`config.mk`:
```
export PLATFORM = sky130hd
export DESIGN_NAME = command_line_framer
export DESIGN_NICKNAME = d
export VERILOG_FILES = /design/src/cmdfr_pkg.sv /design/src/cmdfr_front.sv /design/src/cmdfr_back.sv /design/src/command_line_framer.sv
export VERILOG_INCLUDE_DIRS = /design/src /design/src/src
export SDC_FILE = /design/constraint.sdc
export NUM_CORES = 1
export LEC_CHECK = 0
export BUFFER_PORTS_ARGS = -buffer_cell sky130_fd_sc_hd__buf_2
export CORE_MARGIN = 2
export CORE_UTILIZATION = 62
export CTS_BUF_LIST = sky130_fd_sc_hd__clkbuf_8
export DETAILED_ROUTE_END_ITERATION = 6
export PLACE_DENSITY = 0.86
export SYNTH_ARGS = -nofsm -noshare
export SYNTH_HDL_FRONTEND = slang
export SYNTH_SLANG_ARGS = --single-unit
```
`constraint.sdc`:
```
create_clock -name clk -period 3.6 [get_ports clk]
set_input_delay 0 -clock clk [delete_from_list [all_inputs] [get_ports clk]]
set_output_delay 0 -clock clk [all_outputs]
set_load 0.01 [all_outputs]
```
`src/command_line_framer_defines.svh`:
```
// ----------------------------------------------------------------------------
// command_line_framer_defines
// Assertion macros used by the framer back end RTL.
// ----------------------------------------------------------------------------
`ifndef COMMAND_LINE_FRAMER_DEFINES_SVH
`define COMMAND_LINE_FRAMER_DEFINES_SVH

// same-cycle implication, disabled during reset
`define CMDFR_ASSERT_NOW(label, clk, rst, ante, cons, msg) \
  label: assert property (@(posedge clk) disable iff (rst) (ante) |-> (cons)) \
    else $error(msg);

// next-cycle implication, disabled during reset
`define CMDFR_ASSERT_NEXT(label, clk, rst, ante, cons, msg) \
  label: assert property (@(posedge clk) disable iff (rst) (ante) |=> (cons)) \
    else $error(msg);

`endif

```
`src/cmdfr_pkg.sv`:
```
// ----------------------------------------------------------------------------
// cmdfr_pkg
// Constants and types shared by the command line framer modules.
// ----------------------------------------------------------------------------
package cmdfr_pkg;

  localparam int MAX_FRAME = 64;
  localparam int IDX_W     = $clog2(MAX_FRAME + 1);
  localparam int ADDR_W    = $clog2(MAX_FRAME);
  localparam int QUEUE_DEPTH = 2;

  localparam logic [7:0] CH_HASH = 8'h23;
  localparam logic [7:0] CH_G    = 8'h47;
  localparam logic [7:0] CH_M    = 8'h4D;
  localparam logic [7:0] CH_P    = 8'h50;
  localparam logic [7:0] CH_NL   = 8'h0A;

  typedef enum logic [1:0] {
    CLS_OTHER,
    CLS_HASH,
    CLS_LETTER,
    CLS_NL
  } byte_class_t;

  typedef struct packed {
    logic [7:0]  data;
    byte_class_t cls;
  } cmd_word_t;

  typedef enum logic [1:0] {
    BK_RUN,
    BK_READ,
    BK_EMIT
  } back_state_t;

endpackage

```
`src/cmdfr_front.sv`:
```
// ----------------------------------------------------------------------------
// cmdfr_front
// Accepts received bytes, tags each with its class and queues it for the back.
// ----------------------------------------------------------------------------
module cmdfr_front (
  input  logic                 clk,
  input  logic                 rst,
  input  logic                 rx_valid,
  output logic                 rx_ready,
  input  logic [7:0]           rx_byte,
  output logic                 q_valid,
  input  logic                 q_ready,
  output cmdfr_pkg::cmd_word_t q_word
);
  import cmdfr_pkg::*;

  localparam int PTR_W = $clog2(QUEUE_DEPTH);
  localparam int CNT_W = $clog2(QUEUE_DEPTH + 1);

  cmd_word_t         slots [QUEUE_DEPTH];
  logic [PTR_W-1:0]  wr_ptr;
  logic [PTR_W-1:0]  rd_ptr;
  logic [CNT_W-1:0]  count;
  cmd_word_t         in_word;
  logic              push;
  logic              pop;

  always_comb begin
    in_word.data = rx_byte;
    if (rx_byte == CH_HASH) begin
      in_word.cls = CLS_HASH;
    end else if (rx_byte inside {CH_G, CH_M, CH_P}) begin
      in_word.cls = CLS_LETTER;
    end else if (rx_byte == CH_NL) begin
      in_word.cls = CLS_NL;
    end else begin
      in_word.cls = CLS_OTHER;
    end
  end

  assign rx_ready = (count != CNT_W'(QUEUE_DEPTH));
  assign q_valid  = (count != '0);
  assign q_word   = slots[rd_ptr];
  assign push     = rx_valid && rx_ready;
  assign pop      = q_valid && q_ready;

  always_ff @(posedge clk) begin
    if (push) begin
      slots[wr_ptr] <= in_word;
    end
  end

  always_ff @(posedge clk) begin
    if (rst) begin
      wr_ptr <= '0;
      rd_ptr <= '0;
      count  <= '0;
    end else begin
      if (push) begin
        wr_ptr <= (wr_ptr == PTR_W'(QUEUE_DEPTH - 1)) ? '0 : wr_ptr + PTR_W'(1);
      end
      if (pop) begin
        rd_ptr <= (rd_ptr == PTR_W'(QUEUE_DEPTH - 1)) ? '0 : rd_ptr + PTR_W'(1);
      end
      if (push && !pop) begin
        count <= count + CNT_W'(1);
      end else if (pop && !push) begin
        count <= count - CNT_W'(1);
      end
    end
  end

endmodule

```
`src/cmdfr_back.sv`:
```
// ----------------------------------------------------------------------------
// cmdfr_back
// Builds frames in the frame store and replays each finished frame.
// ----------------------------------------------------------------------------
`include "command_line_framer_defines.svh"

module cmdfr_back (
  input  logic                 clk,
  input  logic                 rst,
  input  logic                 q_valid,
  output logic                 q_ready,
  input  cmdfr_pkg::cmd_word_t q_word,
  output logic                 frame_valid,
  input  logic                 frame_ready,
  output logic [7:0]           frame_byte,
  output logic                 frame_last,
  output logic                 has_serial_number
);
  import cmdfr_pkg::*;

  back_state_t       state;
  back_state_t       state_next;
  logic [7:0]        frame_store [MAX_FRAME];
  logic              collecting;
  logic              collecting_next;
  logic [IDX_W-1:0]  fill_index;
  logic [IDX_W-1:0]  fill_index_next;
  logic              letter_seen;
  logic              letter_seen_next;
  logic              first_hash;
  logic              first_hash_next;
  logic [ADDR_W-1:0] rd_idx;
  logic [7:0]        rd_data;
  logic              take;
  logic              full;
  logic              start_replay;
  logic              mem_we;
  logic [ADDR_W-1:0] mem_addr;

  assign take = q_valid && q_ready;
  assign full = (fill_index >= IDX_W'(MAX_FRAME));

  always_comb begin
    collecting_next  = collecting;
    fill_index_next  = fill_index;
    letter_seen_next = letter_seen;
    first_hash_next  = first_hash;
    start_replay     = 1'b0;
    mem_we           = 1'b0;
    mem_addr         = '0;
    if (take) begin
      if (!collecting) begin
        if (q_word.cls == CLS_HASH || q_word.cls == CLS_LETTER) begin
          collecting_next  = 1'b1;
          letter_seen_next = (q_word.cls == CLS_LETTER);
          first_hash_next  = (q_word.cls == CLS_HASH);
          fill_index_next  = IDX_W'(1);
          mem_we           = 1'b1;
        end
      end else if (full) begin
        collecting_next = 1'b0;
      end else begin
        case (q_word.cls)
          CLS_HASH: begin
            letter_seen_next = 1'b0;
            first_hash_next  = 1'b1;
            fill_index_next  = IDX_W'(1);
            mem_we           = 1'b1;
          end
          CLS_LETTER: begin
            mem_we = 1'b1;
            if (letter_seen) begin
              first_hash_next = 1'b0;
              fill_index_next = IDX_W'(1);
            end else begin
              letter_seen_next = 1'b1;
              mem_addr         = fill_index[ADDR_W-1:0];
              fill_index_next  = fill_index + IDX_W'(1);
            end
          end
          CLS_NL: begin
            collecting_next = 1'b0;
            start_replay    = 1'b1;
          end
          default: begin
            mem_we          = 1'b1;
            mem_addr        = fill_index[ADDR_W-1:0];
            fill_index_next = fill_index + IDX_W'(1);
          end
        endcase
      end
    end
  end

  always_comb begin
    state_next = state;
    case (state)
      BK_RUN: begin
        if (start_replay) begin
          state_next = BK_READ;
        end
      end
      BK_READ: begin
        state_next = BK_EMIT;
      end
      BK_EMIT: begin
        if (frame_ready) begin
          state_next = frame_last ? BK_RUN : BK_READ;
        end
      end
      default: begin
        state_next = BK_RUN;
      end
    endcase
  end

  always_comb begin
    q_ready     = (state == BK_RUN);
    frame_valid = (state == BK_EMIT);
  end

  assign frame_byte        = rd_data;
  assign frame_last        = ((IDX_W'(rd_idx) + IDX_W'(1)) == fill_index);
  assign has_serial_number = first_hash;

  always_ff @(posedge clk) begin
    if (mem_we) begin
      frame_store[mem_addr] <= q_word.data;
    end
    if (state == BK_READ) begin
      rd_data <= frame_store[rd_idx];
    end
  end

  always_ff @(posedge clk) begin
    if (rst) begin
      state       <= BK_RUN;
      collecting  <= 1'b0;
      fill_index  <= '0;
      letter_seen <= 1'b0;
      first_hash  <= 1'b0;
      rd_idx      <= '0;
    end else begin
      state       <= state_next;
      collecting  <= collecting_next;
      fill_index  <= fill_index_next;
      letter_seen <= letter_seen_next;
      first_hash  <= first_hash_next;
      if (start_replay) begin
        rd_idx <= '0;
      end else if (state == BK_EMIT && frame_ready && !frame_last) begin
        rd_idx <= rd_idx + ADDR_W'(1);
      end
    end
  end

  `CMDFR_ASSERT_NOW(a_collect_fill, clk, rst, collecting,
    (fill_index != '0) && (fill_index <= IDX_W'(MAX_FRAME)),
    "collecting with an empty or overfull frame store")
  `CMDFR_ASSERT_NOW(a_replay_len, clk, rst, frame_valid,
    (fill_index != '0) && (fill_index < IDX_W'(MAX_FRAME)) && !collecting,
    "replay of a frame with bad length")
  `CMDFR_ASSERT_NOW(a_replay_idx, clk, rst, frame_valid,
    IDX_W'(rd_idx) < fill_index,
    "replay index past the frame end")
  `CMDFR_ASSERT_NEXT(a_last_done, clk, rst, frame_valid && frame_ready && frame_last,
    (state == BK_RUN) && !frame_valid,
    "replay did not finish after the last word")

endmodule

```
`src/command_line_framer.sv`:
```
// ----------------------------------------------------------------------------
// command_line_framer
// Frames command lines from received bytes and replays each finished frame.
// ----------------------------------------------------------------------------
//  channel  | direction | handshake               | payload
//  rx       | in        | rx_valid / rx_ready     | rx_byte
//  frame    | out       | frame_valid/frame_ready | frame_byte, frame_last,
//           |           |                         | has_serial_number
//
// The back end takes one queued word per cycle while it builds a frame.
// A newline starts a replay of the N stored bytes; each word goes through
// BK_READ (registered frame store read), then BK_EMIT (output hold).
// A two-word queue takes up to two rx words during a replay, then rx stalls.
// Synchronous reset clears control state; the frame store is not reset.
// Stalls on the frame side hold the current word and back up into the queue.
module command_line_framer (
  input  logic       clk,
  input  logic       rst,
  input  logic       rx_valid,
  output logic       rx_ready,
  input  logic [7:0] rx_byte,
  output logic       frame_valid,
  input  logic       frame_ready,
  output logic [7:0] frame_byte,
  output logic       frame_last,
  output logic       has_serial_number
);
  import cmdfr_pkg::*;

  logic      q_valid;
  logic      q_ready;
  cmd_word_t q_word;

  cmdfr_front u_front (
    .clk      (clk),
    .rst      (rst),
    .rx_valid (rx_valid),
    .rx_ready (rx_ready),
    .rx_byte  (rx_byte),
    .q_valid  (q_valid),
    .q_ready  (q_ready),
    .q_word   (q_word)
  );

  cmdfr_back u_back (
    .clk               (clk),
    .rst               (rst),
    .q_valid           (q_valid),
    .q_ready           (q_ready),
    .q_word            (q_word),
    .frame_valid       (frame_valid),
    .frame_ready       (frame_ready),
    .frame_byte        (frame_byte),
    .frame_last        (frame_last),
    .has_serial_number (has_serial_number)
  );

endmodule

```
# Word level (Yosys, flattened, before mapping)
# Memory sizes are Yosys's and may differ from the RTL's. A register that Yosys moved wholly into a read port is not among the register bits.
# Index checks and enable logic that the tools add are counted.
[classes] addsub=7 n_lt_le_gt_ge=1 n_eq_ne=18 n_mux=45 n_reduce_logical=21
[ops] operator="7-bit 2-to-1 mux" count=4
[ops] operator="1-bit 2-to-1 mux" count=25
[ops] operator="8-bit by 7-bit equality test with 1-bit output (second input constant)" count=3
[ops] operator="6-bit 2-to-1 mux" count=4
[ops] operator="7-bit one-hot mux with 3 select lines" count=1
[ops] operator="2-bit 2-to-1 mux" count=7
[ops] operator="6-bit one-hot mux with 2 select lines" count=1
[ops] operator="8-bit by 4-bit equality test with 1-bit output (second input constant)" count=1
[ops] operator="8-bit by 6-bit equality test with 1-bit output (second input constant)" count=1
[ops] operator="4-bit AND reduction" count=2
[ops] operator="6-bit by 1-bit adder with 7-bit output (second input constant)" count=1
[ops] operator="7-bit by 1-bit adder with 7-bit output (second input constant)" count=1
[ops] operator="7-bit equality test" count=1
[ops] operator="7-bit >= comparator (second input constant)" count=1
[ops] operator="6-bit by 1-bit adder with 6-bit output (second input constant)" count=1
[ops] operator="2-bit equality test (second input constant)" count=3
[ops] operator="1-bit logical AND" count=6
[ops] operator="2-bit inequality test (second input constant)" count=3
[ops] operator="3-bit inequality test (second input constant)" count=2
[ops] operator="2-bit one-hot mux with 3 select lines" count=1
[ops] operator="2-bit nonzero test" count=3
[ops] operator="5-bit AND reduction" count=1
[ops] operator="2-bit by 1-bit equality test with 1-bit output (second input constant)" count=2
[ops] operator="2-bit by 1-bit inequality test with 1-bit output (second input constant)" count=2
[ops] operator="other kinds (10)" count=15
[totals] regBits=22 ramBits=532 in_bits=12 output_inout_bits=12 elab_cells=103 memories=2
[mem_list] memory="u_back.frame_store" words=64 width=8 read_ports=1 rd_clocked_by_memory_dff=1 write_ports=1 line_no="cmdfr_back.sv:23" text="logic [7:0] frame_store [MAX_FRAME];"
[mem_list] memory="u_front.slots" words=2 width=10 read_ports=1 rd_clocked_by_memory_dff=1 write_ports=1 line_no="cmdfr_front.sv:20" text="cmd_word_t slots [QUEUE_DEPTH];"

# Logic depth before layout (Yosys ltp)
# Gate-level depths: netlist (run 1).
[logic_depth] word_depth=7 ltp_mapped=11 mapped_depth_nobuf=9

# Hierarchy
# Synthesis (run 1) repeated with hierarchy kept, for this count alone.
[unflattened] hier_cells=1181 area_unflattened_um2=22415.2
[by_module_without_submodules] mod="cmdfr_back" instances=1 cells_each=1114 area_each_um2=21386.8 seq_area_each_um2=15975.3
[by_module_without_submodules] mod="cmdfr_front" instances=1 cells_each=67 area_each_um2=1028.5 seq_area_each_um2=700.7

# Least setup slack after synthesis (run 1)
# Ideal clock, no wire load.
[synth_timing] path_type="reg-to-reg" startpoint="register (tool-made name)" endpoint="memory u_back.frame_store[44][0], enable pin" setup_ps=383 t_arrival_ps=2783 required_ps=3217 path_slack_ps=433 path_stages_with_launch=12 n_path_buf=2 synth_period_minus_slack_ps=3167 cell_sequence="dfxtp_1 > clkbuf_1 > mux2i_1 > inv_1 > ha_1 > nor3b_1 > o211a_1 > nor2b_1 > and2_1 > clkbuf_1 > nand3_1 > nor3_1"
[synth_lines] item="end: declaration" line_no="cmdfr_back.sv:23"

==> results by group, run 1 <==
Worst setup path
  – Critical-path cell list: mux2i_1 -> ha_1 -> nor2b_1 -> o2111ai_1 -> nor2b_1 -> nor2b_1 -> nand3_1 -> nor2_1 -> buf_4
  – CP peak stage delay: roughly 0.52 ns
  – Critical path type: reg2reg
  – Critical path's top delay family: simple AND/OR/NAND/NOR gates
  – CP max-delay cell: nand3_1
  – Worst Path Arrival: approximately 3.7 ns
  – CP endpoint kind: flip-flop
  – Worst Path Max Fanout: 8
  – Critical path startpoint category: flip-flop
  – Worst EP required: 3.93 ns
  – CP most frequent cell: nor2b_1
  – Worst path buffer plus inverter count: 1

Floorplanning
  – Rows: 69
  – Die Y: 193.5 µm
  – DIE WIDTH: just under 200 µm
  – Placeable Area: around 0.035 mm²
  – I/O pin total: 24
  – Die Area: approximately 0.037 mm²
  – Initial core utilization: 0.6273

Job
  – Max Cap Violations: 0

Power
  – VDD IR max: about 0.35 mV
  – Sw power: 3.491 mW
  – Reg power frac: 0.554
  – Sw frac: 0.2434
  – Int Pwr: about 11 mW
  – Cell area power density: 571.1 mW/mm²
  – Pleak: roughly 8 nW
  – Total chip power: approximately 14 mW
  – Logic pwr share: 0.101
  – Clock share of power: 0.345

Logic synthesis
  – Synth area leaders: edfxtp_1 (73%), mux4_2 (13%), dfxtp_1 (2.1%)
  – Post-synth top cells: edfxtp_1 (540), mux4_2 (128), nor2_1 (106)
  – Syn Nets: around 1,200
  – Top-count cell post-synth: edfxtp_1
  – Synth Flop Type: edfxtp_1
  – Synth warn: 0
  – Yosys reg bits: about 560
  – Avg Inst Size Synth: 19.22 µm²
  – Sequential share of the synthesized area: 0.7491
  – Cells after synthesis: around 1,200
  – Synth async-reset ratio: 0
  – Post-synth cell types: 53
  – EDFF count, synth: between 500 and 600
  – Synthesized cell area: about 0.022 mm²
  – Area leader, netlist: edfxtp_1
  – Synth top area share: 0.7285

Clocking
  – CTS Buf Count: 86
  – Clk root buf: clkbuf_8
  – Clock slew at reported path FFs: 0.06 ns
  – Clk_lat worst skew: 0.64 ns
  – CTS tree: done
  – Clock H-tree levels: 3
  – Worst-case clock buffer depth: 3
  – CTS Sinks: between 500 and 600

STA
  – Unrepaired setup endpoints after global routing: false
  – F_max: between 0.2 and 0.3 GHz
  – Setup ws final: 0.2070 ns
  – Slew Limit Fails: 0
  – Final setup vio count: 0
  – Slew margin rel.: 0.1718
  – Slew of the pin with the lowest slew margin: ~1.2 ns
  – Shortest period the worst path allows: 3.393 ns
  – Fin. Hold Viols: 0
  – Worst clock skew: around 0.026 ns
  – Fin crit share: 0.9425
  – Setup_tns: 0 ns

Finish
  – Layout area overhead: 12.80%
  – Non-Filler Instances: between 1,500 and 2,000
  – NumNets Final: roughly 1,300
  – Reg area: around 0.017 mm²
  – Multi-input logic area: 0.005263 mm²
  – Fraction of layout cells with a size suffix above 1: 0.2719
  – Fillers: 1,933
  – Ant. Diodes: 0

GRT
  – First-pass GRT wire length: 73.41 mm
  – Grt ovf: 0
  – Total GRT Usage: 0.2640
  – Largest net degree at the start of global routing: 76
  – Initial antenna violation count: 0
  – Number of global-route vias before repair: 12,060

Routing
  – Via density: around 6.5
  – DRC: 0
  – DRT Pass-1 Iters: 5
  – Iter 0 DRT Violations: 1,574
  – Vias: around 12,000
  – Routed len/inst: approximately 26 µm
  – Antenna Nets Post-Route: 0
  – Final wirelength: 48.33 mm

Placed design
  – Place WS: roughly 0.34 ns
  – IO Port Bufs: 23
  – Routability cong.: between 0.8 and 0.9
  – HPWL after detailed placement: slightly above 30 mm
  – Placed Cells: around 1,700

Hold path
  – Worst Hold Class: in2reg

Outcome
  – Status: completed
-- area by class of cell --
class                      instances  share of cell area
clock buffer                      90             0.04933
tap                              461             0.02297
clock inverter                    61             0.01450
inverter                          10            0.001495
multi-input combinational        521              0.2096
sequential                       563              0.6645
timing repair buffer             123             0.03767
-- metal layers --
| layer | vias to the layer above | GRT usage | wire length, µm | part of all wire |
|---|---|---|---|---|
| met5 | - | 0 | 0 | 0 |
| met4 | 0 | 0.1035 | 1631 | 0.034 |
| met2 | 757 | 0.4220 | 23730 | 0.49 |
| li1 | 4992 | - | - | - |
| met3 | 121 | 0.05875 | 5310 | 0.11 |
| met1 | 6020 | 0.3617 | 17650 | 0.37 |
-- timing repair --
item / in CTS / in global routing
hold buffers: 12 / 0
endpoints found under the hold margin: 42 / 0
buffers inserted: 0 / 0
gates resized for setup: 0 / 0
-- through the flow --
stage / area (µm²) / hold slack [ns] / util
after floorplan: 22260 / 0.07214 / -
after global placement: 23390 / 0.2226 / 0.6591
after detailed placement: 23390 / 0.2326 / 0.6591
after CTS: 25110 / 0.1106 / 0.7077
after global routing: 25110 / 0.1315 / 0.7077
final: 25110 / 0.1397 / 0.7077
-- cells by family after synthesis --
logic type / after synthesis / synth area share
AOI/OAI and AO/OA: 106 / 0.03328
xor gates and xnor gates: 18 / 0.007082
adders and majority gates: 8 / 0.004497
buffers and inverters: 74 / 0.01445
DFF: 563 / 0.7491
muxes: 157 / 0.1434
and+or+nand+nor: 232 / 0.04812
-- registers in the layout (all words and copies together), names as in the netlist, named ones only --
register / count
u_back.frame_byte: 8
u_back.rd_idx: 6
u_front.count: 2
u_front.slots: 20
u_back.fill_index: 7
u_back.letter_seen: 1
u_back.collecting: 1
u_back.has_serial_number: 1
u_front.wr_ptr: 1
u_front.rd_ptr: 1
u_back.frame_store: 512
u_back.state: 2
-- layout by cell type (no fill, tap or decap), types with 20 or more instances in the layout --
cell / n
buf_2: 23
buf_4: 84
clkbuf_8: 90
dfxtp_1: 20
edfxtp_1: 540
inv_1: 36
mux4_2: 128
nand2_1: 39
nand3_1: 24
nor2_1: 106
o21ai_0: 31
-- worst paths after layout --
path | startpoint | endpoint | slack [ns] | depth (start not counted)
worst min-delay path | rx_byte[6] | u_front.slots[1][8]$_DFFE_PP_ | 0.14 | 2
worst min register to register | u_front.count[1]$_SDFFE_PP0P_ | u_front.count[1]$_SDFFE_PP0P_ | 0.51 | 2
worst max register to register | flip-flop | u_back.frame_store[11][0]$_DFFE_PP_ | 0.21 | 9
worst max-delay path | flip-flop | u_back.frame_store[11][0]$_DFFE_PP_ | 0.21 | 9
-- power groups by stage --
stage	registers (mW)	logic, mW	clock network, mW
4_1_cts	7.95	1.44	5.01
2_1_floorplan	8.03	0.831	0
3_5_place_dp	8.08	1.42	0
5_1_grt	7.96	1.56	5.30
6_report	7.95	1.45	4.94
3_3_place_gp	8.07	1.33	0
Power figures use the tool's default switching activity.
==> run 2: changes to the inputs <==
--- a/config.mk
+++ b/config.mk
@@ -11,7 +11,7 @@
 export CORE_UTILIZATION = 62
 export CTS_BUF_LIST = sky130_fd_sc_hd__clkbuf_8
 export DETAILED_ROUTE_END_ITERATION = 6
-export PLACE_DENSITY = 0.86
+export PLACE_DENSITY = 0.85
 export SYNTH_ARGS = -nofsm -noshare
 export SYNTH_HDL_FRONTEND = slang
 export SYNTH_SLANG_ARGS = --single-unit
==> run 2 against run 1 <==
Net effect: die area unchanged; flip-flop and latch count unchanged; first-iteration DRC count is 1.6% higher; clock skew increased by 0.019 ns; non-clock buffer count decreased by 6; count of clock-buffer cells in the layout decreased by 5; final area is 0.37% lower; sequential power is essentially flat; largest power group unchanged.
==> results by group, run 2 (synthesis results as in run 1) <==
Clocking
  – CTS tree: done (unchanged)
  – Worst-case clock buffer depth: 3 (unchanged)
  – CTS Sinks: 563 (unchanged)
  – Clock slew at reported path FFs: 0.06 ns (about the same)
  – Clk_lat worst skew: 0.64 ns (about the same)
  – Clk root buf: clkbuf_8 (unchanged)
  – Clock H-tree levels: 3 (unchanged)
  – CTS Buf Count: 82 (was 86)

Finish
  – Ant. Diodes: 0 (unchanged)
  – Fillers: 1,907 (was 1,933)
  – NumNets Final: 1,315 (was 1,325)
  – Most common cell after layout, fill and taps aside: edfxtp_1 (unchanged)
  – Max reg flops: 512 (unchanged)
  – Util after Layout: 0.7051 (was 0.7077)
  – Fraction of layout cells with a size suffix above 1: 0.2664 (was 0.2719)
  – Layout area overhead: 12.39% (was 12.80%)
  – Largest reg by FF count: u_back.frame_store (unchanged)
  – Commonest non-fill, non-tap cells in the layout: edfxtp_1 (540), mux4_2 (128), nor2_1 (103) (was edfxtp_1 (540), mux4_2 (128), nor2_1 (106))

Power
  – Pleak: 7.958 nW (was 8.027 nW)
  – VDD IR max: 0.2777 mV (was 0.3474 mV)
  – Cell area power density: 565.7 mW/mm² (was 571.1 mW/mm²)

Floorplanning
  – I/O pin total: 24 (unchanged)
  – Initial core utilization: 0.6273 (unchanged)
  – Die Y: 193.5 µm (unchanged)
  – Rows: 69 (unchanged)
  – Die Area: 0.03743 mm² (unchanged)
  – Placeable Area: 0.03548 mm² (unchanged)
  – DIE WIDTH: 193.5 µm (unchanged)

STA
  – Slew margin rel.: 0.1175 (was 0.1718)
  – Fin. Hold Viols: 0 (unchanged)
  – Fin crit share: 0.9143 (was 0.9425)
  – Final setup vio count: 0 (unchanged)
  – Worst clock skew: 0.04509 ns (was 0.02575 ns)
  – Shortest period the worst path allows: 3.292 ns (was 3.393 ns)
  – Setup_tns: 0 ns (unchanged)
  – Setup ws final: 0.3084 ns (was 0.2070 ns)
  – Slew of the pin with the lowest slew margin: 1.321 ns (was 1.240 ns)
  – Slew Limit Fails: 0 (unchanged)
  – F_max: 0.3038 GHz (was 0.2947 GHz)
  – Unrepaired setup endpoints after global routing: false (unchanged)

Routing
  – DRT Pass-1 Iters: 5 (unchanged)
  – Iter 0 DRT Violations: 1,599 (was 1,574)
  – Routed len/inst: 26.57 µm (was 26.42 µm)
  – Final wirelength: 48.36 mm (was 48.33 mm)
  – Antenna Nets Post-Route: 0 (unchanged)
  – Via density: 6.553 (was 6.501)
  – Vias: 11,926 (was 11,890)
  – DRC: 0 (unchanged)

Worst setup path
  – CP max-delay cell: nand3_1 (unchanged)
  – CP endpoint kind: flip-flop (unchanged)
  – Worst EP required: 3.92 ns (was 3.93 ns)
  – Critical-path cell list: mux2i_1 -> ha_1 -> nor2b_1 -> o2111ai_1 -> nor2b_1 -> nor2b_1 -> nand3_1 -> nor2_1 -> buf_4 (unchanged)
  – Worst Path Max Fanout: 8 (unchanged)
  – CP most frequent cell: nor2b_1 (unchanged)
  – Critical path type: reg2reg (unchanged)
  – Worst Path Arrival: 3.61 ns (was 3.72 ns)
  – CP peak stage delay: 0.45 ns (was 0.52 ns)
  – Critical path startpoint category: flip-flop (unchanged)

Outcome
  – Status: completed (unchanged)

Placed design
  – Routability cong.: 0.8093 (was 0.8596)
  – IO Port Bufs: 23 (unchanged)
  – HPWL after detailed placement: 30.42 mm (was 30.75 mm)
  – Place WS: 0.2540 ns (was 0.3374 ns)

Hold path
  – Worst Hold Class: in2reg (unchanged)

GRT
  – First-pass GRT wire length: 72.90 mm (was 73.41 mm)
  – Total GRT Usage: 0.2628 (was 0.2640)
  – Grt ovf: 0 (unchanged)
  – Initial antenna violation count: 0 (unchanged)
  – Number of global-route vias before repair: 11,963 (was 12,060)
  – Largest net degree at the start of global routing: 65 (was 76)

Job
  – Max Cap Violations: 0 (unchanged)
run 2: worst max-delay path, delay by kind of cell (launching register included):
family                   cells  cell delay (ns)
AO/OA/AOI/OAI                1             0.22
adder cells (fa/ha/maj)      1             0.28
buffers and inverters        1             0.21
flip-flops                   1             0.38
multiplexers                 1             0.33
AND/OR/NAND/NOR              5             1.56
run 2: area by class of cell:
cell class	count	area [µm²]	share of cell area
Clock inverter	63	352.8	0.01410
Clock buffer	85	1170	0.04676
Sequential cell	563	16680	0.6669
Multi-Input combinational cell	521	5270	0.2107
Inverter	10	37.54	0.001500
Tap cell	461	576.8	0.02306
Timing Repair Buffer	117	925.9	0.03701
run 2: metal layers:
layer | share of wire | vias to the layer above | global-route usage | wire [µm]
li1 | - | 4966 | - | -
met1 | 0.37 | 5997 | 0.3689 | 17890
met2 | 0.49 | 836 | 0.4184 | 23690
met3 | 0.11 | 127 | 0.05178 | 5257
met4 | 0.032 | 0 | 0.09782 | 1534
met5 | 0 | - | 0 | 0
run 2: final timing paths:
kind	from	endpoint	slack, ns	cells after the start
hold reg to reg	u_front.rd_ptr$_SDFFE_PP0P_	flip-flop	0.53	2
setup / recovery	flip-flop	u_back.frame_store[51][1]$_DFFE_PP_	0.31	9
hold / removal	rx_byte[6]	u_front.slots[0][8]$_DFFE_PP_	0.17	2
setup reg to reg	flip-flop	u_back.frame_store[51][1]$_DFFE_PP_	0.31	9
run 2: report_power, final:
| group | internal (mW) | switching [mW] | leakage, nW |
|---|---|---|---|
| sequential | 7.86 | 0.0854 | 5.05 |
| clock | 2.41 | 2.32 | 0.881 |
| combinational | 0.382 | 1.08 | 2.03 |
| total | 10.7 | 3.49 | 7.96 |
run 2: repair_timing:
action | in CTS | in global routing
gates resized for setup | 0 | 3
endpoints found under the hold margin | 39 | 0
setup buffers | 0 | 0
setup endpoints to repair | 0 | 16
hold buffers | 12 | 0
run 2: metrics by stage:
| stage | instances | total power [mW] | hold slack (ns) | area, µm² |
|---|---|---|---|---|
| 6_report | 1820 | 14.15 | 0.1709 | 25020 |
| 5_1_grt | 1820 | 14.62 | 0.1636 | 25020 |
| 4_1_cts | 1820 | 14.21 | 0.1408 | 25010 |
| 3_5_place_dp | 1660 | 9.510 | 0.2295 | 23370 |
| 3_3_place_gp | 1660 | 9.413 | 0.2232 | 23370 |
| 2_1_floorplan | 1158 | 8.866 | 0.07214 | 22260 |
